--- config.mk ---
export PLATFORM = sky130hd
export DESIGN_NAME = htc_front
export DESIGN_NICKNAME = d
export VERILOG_FILES = /design/src/design/htc_pkg.sv /design/src/design/htc_front.sv
export SDC_FILE = /design/constraint.sdc
export NUM_CORES = 1
export LEC_CHECK = 0
export BUFFER_PORTS_ARGS = -buffer_cell sky130_fd_sc_hd__buf_4
export CORE_MARGIN = 2
export CORE_UTILIZATION = 50
export CTS_CLUSTER_SIZE = 16
export DETAILED_ROUTE_END_ITERATION = 16
export GPL_TIMING_DRIVEN = 0
export PLACE_DENSITY = 0.8
export SYNTH_ARGS = -nofsm -noshare
export SYNTH_HDL_FRONTEND = slang
export SYNTH_SLANG_ARGS = --single-unit
--- constraint.sdc ---
create_clock -name clk -period 32.1 [get_ports clk]
set_input_delay 6.42 -clock clk [delete_from_list [all_inputs] [get_ports clk]]
set_output_delay 6.42 -clock clk [all_outputs]
set_load 0.05 [all_outputs]
--- src/design/htc_pkg.sv ---
// Shared types, constants and float helpers for the homogeneous triangle clipper.
`default_nettype none

package htc_pkg;

  // One vertex: x, y, z, w, u, v from the lowest bits up.
  typedef logic [5:0][31:0] vtx_t;

  localparam logic [2:0] ATTR_W    = 3'd3;
  localparam logic [2:0] ATTR_LAST = 3'd5;

  localparam logic [31:0] F_DEFAULT_NAN = 32'hFFC0_0000;
  localparam logic [31:0] F_ZERO        = 32'h0000_0000;

  typedef struct packed {
    vtx_t [2:0] v;
    logic       trivial;
  } tri_t;

  typedef enum logic [1:0] {FOP_ADD, FOP_SUB, FOP_MUL, FOP_DIV} fpu_op_t;

  typedef enum logic [1:0] {FS_IDLE, FS_DIV, FS_ROUND} fpu_state_t;

  typedef enum logic [4:0] {
    B_IDLE, B_LOAD, B_PREV_RD, B_PREV_WT, B_CUR_RD, B_CUR_WT,
    B_DP, B_DC, B_DEN, B_T, B_DIFF, B_MUL, B_ADD, B_PUSH_NV, B_KEEP,
    B_PASS_END, B_V0_RD, B_V0_WT, B_E0, B_E1, B_E2
  } back_state_t;

  function automatic logic f_is_nan(input logic [31:0] x);
    return (x[30:23] == 8'hFF) && (x[22:0] != 23'd0);
  endfunction

  function automatic logic f_is_inf(input logic [31:0] x);
    return (x[30:23] == 8'hFF) && (x[22:0] == 23'd0);
  endfunction

  function automatic logic f_is_zero(input logic [31:0] x);
    return x[30:0] == 31'd0;
  endfunction

  function automatic logic [31:0] f_quiet(input logic [31:0] x);
    return {x[31:23], 1'b1, x[21:0]};
  endfunction

  // Multiplication by +1.0 or -1.0.
  function automatic logic [31:0] f_scale(input logic [31:0] x, input logic neg);
    logic [31:0] r;
    if (f_is_nan(x)) begin
      r = f_quiet(x);
    end else if (neg) begin
      r = {~x[31], x[30:0]};
    end else begin
      r = x;
    end
    return r;
  endfunction

  // Ordered a <= b; false when either side is a NaN.
  function automatic logic f_le(input logic [31:0] a, input logic [31:0] b);
    logic r;
    if (f_is_nan(a) || f_is_nan(b)) begin
      r = 1'b0;
    end else if (f_is_zero(a) && f_is_zero(b)) begin
      r = 1'b1;
    end else if (a[31] != b[31]) begin
      r = a[31];
    end else if (!a[31]) begin
      r = a[30:0] <= b[30:0];
    end else begin
      r = a[30:0] >= b[30:0];
    end
    return r;
  endfunction

  function automatic logic f_in_frustum(input vtx_t v);
    logic [31:0] aw;
    aw = {1'b0, v[3][30:0]};
    return f_le({1'b0, v[0][30:0]}, aw) && f_le({1'b0, v[1][30:0]}, aw) &&
           f_le({1'b0, v[2][30:0]}, aw);
  endfunction

endpackage

`default_nettype wire

--- src/design/htc_front.sv ---
// Vertex intake: gathers three vertices, flags trivially accepted triangles, queues them.
`default_nettype none

module htc_front (
  input  wire logic          clk,
  input  wire logic          rst,
  input  wire logic          s_tvalid,
  output logic               s_tready,
  input  wire logic [191:0]  s_tdata,
  output logic               q_valid,
  output htc_pkg::tri_t      q_data,
  input  wire logic          q_pop
);
  import htc_pkg::*;

  vtx_t       v0;
  vtx_t       v1;
  logic [1:0] ins;
  logic [1:0] loaded;
  tri_t       q [2];
  logic       wptr;
  logic       rptr;
  logic [1:0] qcount;
  logic       acc;
  logic       push;
  vtx_t       vin;

  assign vin = s_tdata;
  assign s_tready = (loaded != 2'd2) || (qcount != 2'd2);
  assign acc = s_tvalid && s_tready;
  assign push = acc && (loaded == 2'd2);
  assign q_valid = qcount != 2'd0;
  assign q_data = q[rptr];

  always_ff @(posedge clk) begin
    if (rst) begin
      loaded <= 2'd0;
      wptr <= 1'b0;
      rptr <= 1'b0;
      qcount <= 2'd0;
    end else begin
      if (acc) begin
        loaded <= (loaded == 2'd2) ? 2'd0 : loaded + 2'd1;
      end
      if (push) begin
        wptr <= ~wptr;
      end
      if (q_pop) begin
        rptr <= ~rptr;
      end
      qcount <= qcount + {1'b0, push} - {1'b0, q_pop};
    end
  end

  always_ff @(posedge clk) begin
    if (acc && loaded == 2'd0) begin
      v0 <= vin;
      ins[0] <= f_in_frustum(vin);
    end
    if (acc && loaded == 2'd1) begin
      v1 <= vin;
      ins[1] <= f_in_frustum(vin);
    end
    if (push) begin
      q[wptr] <= '{v: '{vin, v1, v0}, trivial: ins[0] && ins[1] && f_in_frustum(vin)};
    end
  end

  a_no_overflow: assert property (@(posedge clk) disable iff (rst) push |-> qcount != 2'd2)
    else $error("triangle queue overflow");
  a_count_range: assert property (@(posedge clk) disable iff (rst) qcount <= 2'd2)
    else $error("triangle queue count out of range");

endmodule

`default_nettype wire

### Yosys cells after proc, flatten, opt, wreduce, memory -nomap -nowiden

Memories as Yosys holds them, arrays and structs flattened. A register that Yosys moved wholly into a read port is not among the register bits.
Cells that the tools add are included.

* memories: 1
* flip-flop bits (word level): 392
* input port bits: 196
* output and inout port bits: 579
* bits in writable memories: 1154

Memory list
* q: depth 2, width 577, rd ports 1, clocked after Yosys merged registers in 1, wr ports 1, RTL line htc_front.sv:20 `tri_t q [2];`

* $lt $le $gt $ge: 3
* muxes and demuxes: 20
* add/subtract/negate cells: 3
* reduce and logical (&&, ||, !) cells: 33
* bitwise operators: 2
* equal/unequal tests: 8

Operators by type and width (number)
* $logic_not 31->1: 4
* $le 31x31->1: 3
* $reduce_bool 23->1: 4
* $eq 8x8->1 const B: 4
* $logic_and 1x1->1: 19
* $mux 1: 19
* $logic_or 1x1->1: 4
* $ne 2x2->1 const B: 2
* $add 2x1->2: 1
* $add 2x1->2 const B: 1
* $eq 2x1->1 const B: 1
* $eq 2x2->1 const B: 1
* $logic_not 2->1: 1
* $mux 2: 1
* $not 1->1: 2
* $reduce_bool 2->1: 1
* $sub 2x1->2: 1

### Depth between registers and ports, before layout

* depth in word-level cells: 8
* mapped depth: 8
* mapped depth without buffers: 8

### Worst setup path after synthesis

No wires, ideal clock.

* kind: input to register
* start: in s_tvalid
* end: mem q[0][0] (netlist name) (enable)
* required time: 30565 ps
* path slack: -2 ps
* stages on the path: 2
* library setup time: 1535 ps
* arrival: 30567 ps
* path through: nand4b_1 nor2_1

* longest elaborated chain between the ends: 4

RTL lines
* from (decl): RTL line htc_front.sv:7 `input wire logic s_tvalid,`
* $logic_and 1x1->1: RTL line htc_front.sv:30 `assign acc = s_tvalid && s_tready;`
* $logic_and 1x1->1: RTL line htc_front.sv:31 `assign push = acc && (loaded == 2'd2);`
* $mux 1: RTL line htc_front.sv:64 `if (push) begin`
* $mux 1 (not written as such): RTL line htc_front.sv:65 `q[wptr] <= '{v: '{vin, v1, v0}, trivial: ins[0] && ins[1] && f_in_frustum(vin)};`
* to (decl): RTL line htc_front.sv:20

Every way passes these cells.

==> tab_implementation.tex <==
\begin{tabular}{lr}
\hline
Metric & Value \\
\hline
\multicolumn{2}{l}{\textbf{CTS}} \\
H-tree depth reported by CTS & 4 \\
Setup Buffers After CTS & 0 \\
Number of clock sinks & 1547 \\
Number of gates given a new drive strength after cts & 0 \\
Clock tree buffer depth & 3 \\
Clock transition at the register clock pins on the worst setup and hold paths after CTS & 0.06 ns \\
Clock tree from TritonCTS & done \\
Clock Latency Late Sink & 0.75 ns \\
CTS buffer count & 152 \\
CTS Root Buffer Type & sky130\_fd\_sc\_hd\_\_clkbuf\_16 \\
Hold buffers post-CTS & 0 \\
\multicolumn{2}{l}{\textbf{Worst setup path}} \\
CP Max Fanout & 10 \\
Ordered list of cells on the worst path & clkbuf\_1 -> clkbuf\_1 -> clkbuf\_1 -> mux2\_2 -> buf\_4 \\
Reg-to-Reg End & q[0][261]\$\_DFFE\_PP\_ \\
Startpoint of the most critical register-to-register path & loaded[0]\$\_SDFFE\_PP0P\_ \\
Slowest CP cell & sky130\_fd\_sc\_hd\_\_clkbuf\_1 \\
Cell seen most often among critical-path stages & sky130\_fd\_sc\_hd\_\_clkbuf\_1 \\
Worst EP required & 25.68 ns \\
Crit path largest cell delay & 1.04 ns \\
Data arrival time at the worst-slack endpoint & 4.12 ns \\
Crit path launch type & flop \\
Nature of the critical path endpoint & primary output \\
Register-to-register path setup slack & 28.80 ns \\
Critical path class & reg2out \\
R2r worst-path depth & 8 \\
\multicolumn{2}{l}{\textbf{Synth}} \\
Sequential cell area fraction in the yosys report & 83.1\% \\
Post-synth design cell area & 0.0558 mm\^{}2 \\
Synthesized area per cell & 21.9 um\^{}2 \\
Synth warnings & 0 \\
Post-synthesis register bit count & 1547 \\
Count of distinct cell types in the synthesized netlist & 40 \\
Number of synthesized flops with an enable pin & 1540 \\
Synth Net Count & 2843 \\
Most used flip-flop cell after synthesis & sky130\_fd\_sc\_hd\_\_edfxtp\_1 \\
Share of flip-flops with an asynchronous set or reset after synthesis & 0\% \\
Mapped Cells & 2552 \\
\multicolumn{2}{l}{\textbf{Worst hold path}} \\
Worst hold path cell count & 0 \\
Class of the tightest hold or removal check & reg2reg \\
Worst Hold Endpoint & q[0][247]\$\_DFFE\_PP\_ \\
Startpoint of the most critical hold path & v1[54]\$\_DFFE\_PP\_ \\
\multicolumn{2}{l}{\textbf{Routing}} \\
Number of vias in the routed layout & 28483 \\
Number of vias per cell & 5.51 \\
Average wire per cell in the routed design & 28.3 um \\
Drt initial violations & 2518 \\
Total Wirelength & 146 mm \\
Count of antenna-violating nets left after detailed routing & 0 \\
DRC & 0 \\
Number of search-and-repair iterations in the first detailed-routing pass & 5 \\
\multicolumn{2}{l}{\textbf{Status}} \\
Run status & finished, final reports clean \\
\multicolumn{2}{l}{\textbf{Timing}} \\
RSZ-0062 raised after global routing & false \\
Worst-margin pin slew & 1.34 ns \\
Worst slew margin relative to its limit & 10.6\% \\
Number of pins exceeding their max-slew limit in the final report & 0 \\
Worst hold-check slack & 0.432 ns \\
Skew final & 0.0231 ns \\
Portion of the clock cycle consumed by the worst path in the final layout & 32.8\% \\
Final period demand of the worst path & 10.54 ns \\
Count of endpoints failing setup in the final report & 0 \\
Maximum clock rate & 0.0949 GHz \\
Total count of hold-check failures in the final report & 0 \\
\multicolumn{2}{l}{\textbf{Die}} \\
Die Outline Area & 0.114 mm\^{}2 \\
Initial Util & 50.4\% \\
Die outline width & 338 um \\
Area of the placeable core & 0.111 mm\^{}2 \\
Die height & 338 um \\
Number of rows created at floorplan & 122 \\
I/O pin count & 775 \\
\multicolumn{2}{l}{\textbf{Place}} \\
Total placed instance area & 0.0649 mm\^{}2 \\
Number of port buffers & 774 \\
Routability-driven placement congestion ratio & 0.862 \\
Dpl hpwl & 105 mm \\
\multicolumn{2}{l}{\textbf{Run}} \\
Max-capacitance violation count & 0 \\
\multicolumn{2}{l}{\textbf{Layout}} \\
Nets & 3845 \\
Most frequent standard cell in the layout excluding fill and tap cells & sky130\_fd\_sc\_hd\_\_edfxtp\_1 \\
Final Cell Area & 0.0698 mm\^{}2 \\
Synth-to-layout area growth & 25.0\% \\
Most frequent cells in the layout & sky130\_fd\_sc\_hd\_\_edfxtp\_1 (1540), sky130\_fd\_sc\_hd\_\_buf\_4 (775), sky130\_fd\_sc\_hd\_\_mux2\_2 (577) \\
Number of fill cells & 7136 \\
Fraction of final layout cells sized beyond drive strength 1 & 45.0\% \\
\multicolumn{2}{l}{\textbf{Global routing}} \\
Total routing resource utilization after global routing & 25.2\% \\
Remaining global-route overflow & 0 \\
First-pass GRT wire length & 205 mm \\
Vias in the first global route & 29452 \\
Antenna violations before repair & 22 \\
Largest net degree at the start of global routing & 34 \\
\multicolumn{2}{l}{\textbf{Power}} \\
Tot Pwr & 4.51 mW \\
PwrDens & 64.7 mW/mm\^{}2 \\
Total leakage power & 24.3 nW \\
IR Drop Worst-Case VDD & 0.0594 mV \\
\hline
\end{tabular}
## critical path, delay by kind of cell, from the launching register on
kind / cells / cell delay (ns)
buffers and inverters: 4 / 2.58
flip-flops: 1 / 0.31
multiplexers: 1 / 0.43
## kinds of logic after synthesis
| family | after synthesis | synth area share (%) |
|---|---|---|
| buffers and inverters | 100 | 0.672 |
| flip-flops | 1547 | 83.1 |
| multiplexers | 577 | 11.6 |
| AO/OA/AOI/OAI | 79 | 0.912 |
| AND/OR/NAND/NOR | 150 | 1.49 |
| XOR/XNOR | 4 | 0.0628 |
| adder cells (fa/ha/maj) | 95 | 2.13 |
## cell usage after synthesis, types with 2 or more instances
cell                          n  area [um^2]
sky130_fd_sc_hd__xnor2_1      3         26.3
sky130_fd_sc_hd__edfxtp_1  1540        46200
sky130_fd_sc_hd__o21ai_0     13         65.1
sky130_fd_sc_hd__nand3_1     14         70.1
sky130_fd_sc_hd__mux2_2     577         6500
sky130_fd_sc_hd__and4_1       2         17.5
sky130_fd_sc_hd__nand3b_1     3         22.5
sky130_fd_sc_hd__a221o_1      2         20.0
sky130_fd_sc_hd__nor4_1      30          188
sky130_fd_sc_hd__o31ai_1      2         15.0
sky130_fd_sc_hd__buf_1        4         15.0
sky130_fd_sc_hd__ha_1        95         1190
sky130_fd_sc_hd__o31a_1       3         26.3
sky130_fd_sc_hd__nor4_2       3         37.5
sky130_fd_sc_hd__nor2_1      23         86.3
sky130_fd_sc_hd__nand4_1     34          213
sky130_fd_sc_hd__inv_1       36          135
sky130_fd_sc_hd__a21oi_1     38          190
sky130_fd_sc_hd__nor2b_1      2         12.5
sky130_fd_sc_hd__dfxtp_1      7          140
sky130_fd_sc_hd__nand2_1     24         90.1
sky130_fd_sc_hd__nor3_1       9         45.0
sky130_fd_sc_hd__a21o_1       8         60.1
sky130_fd_sc_hd__clkbuf_1    60          225
sky130_fd_sc_hd__a211oi_1     5         37.5
## sequential cells by signal, indices dropped and copies added (netlist names), named ones only
signal and count:
ins 2, loaded 2, q 1154, qcount 2, rptr 1, v0 192, v1 192, wptr 1
## per-stage QoR
stage | TNS (ns) | setup WS [ns] | std cells | util, %
after floorplan | -2.03 | -0.00176 | 2552 | -
after CTS | 0 | 21.29 | 5168 | 63.1
after detailed placement | 0 | 22.04 | 4888 | 58.6
after global placement | - | -14.41 | 4814 | 57.4
final | 0 | 21.56 | 5174 | 63.1
after global routing | 0 | 21.31 | 5169 | 63.1
## worst max path at each step
stage | startpoint | endpoint | cells after the start
floorplan | s_tvalid | q[0][0]$_DFFE_PP_ | 2
global placement | s_tvalid | q[1][494]$_DFFE_PP_ | 3
detailed placement | flop | q_data[255] | 5
CTS | flop | q_data[255] | 5
global route | flop | q_data[255] | 5
finish | flop | q_data[255] | 5
## final cells by class
class / instances / area, um^2 / share of cell area, %
Multi-Input combinational cell: 905 / 9090 / 13.0
Inverter: 36 / 135 / 0.194
Buffer: 64 / 241 / 0.346
Antenna cell: 6 / 15.0 / 0.0215
Clock inverter: 103 / 970 / 1.39
Sequential cell: 1547 / 46400 / 66.5
Timing Repair Buffer: 848 / 7140 / 10.2
Tap cell: 1488 / 1860 / 2.67
Clock buffer: 177 / 3960 / 5.68
## where the power goes
group / leakage, nW / switching [mW] / internal (mW)
sequential: 14.1 / 0.0152 / 2.27
combinational: 7.82 / 0.333 / 0.151
clock: 2.40 / 0.750 / 0.997
## per-layer routing
layer	global-route usage [%]	routed length, um
met5	0	128
met4	9.89	5730
met3	8.13	13800
met2	43.5	74400
met1	29.1	52100
(Power assumes the default switching activity.)
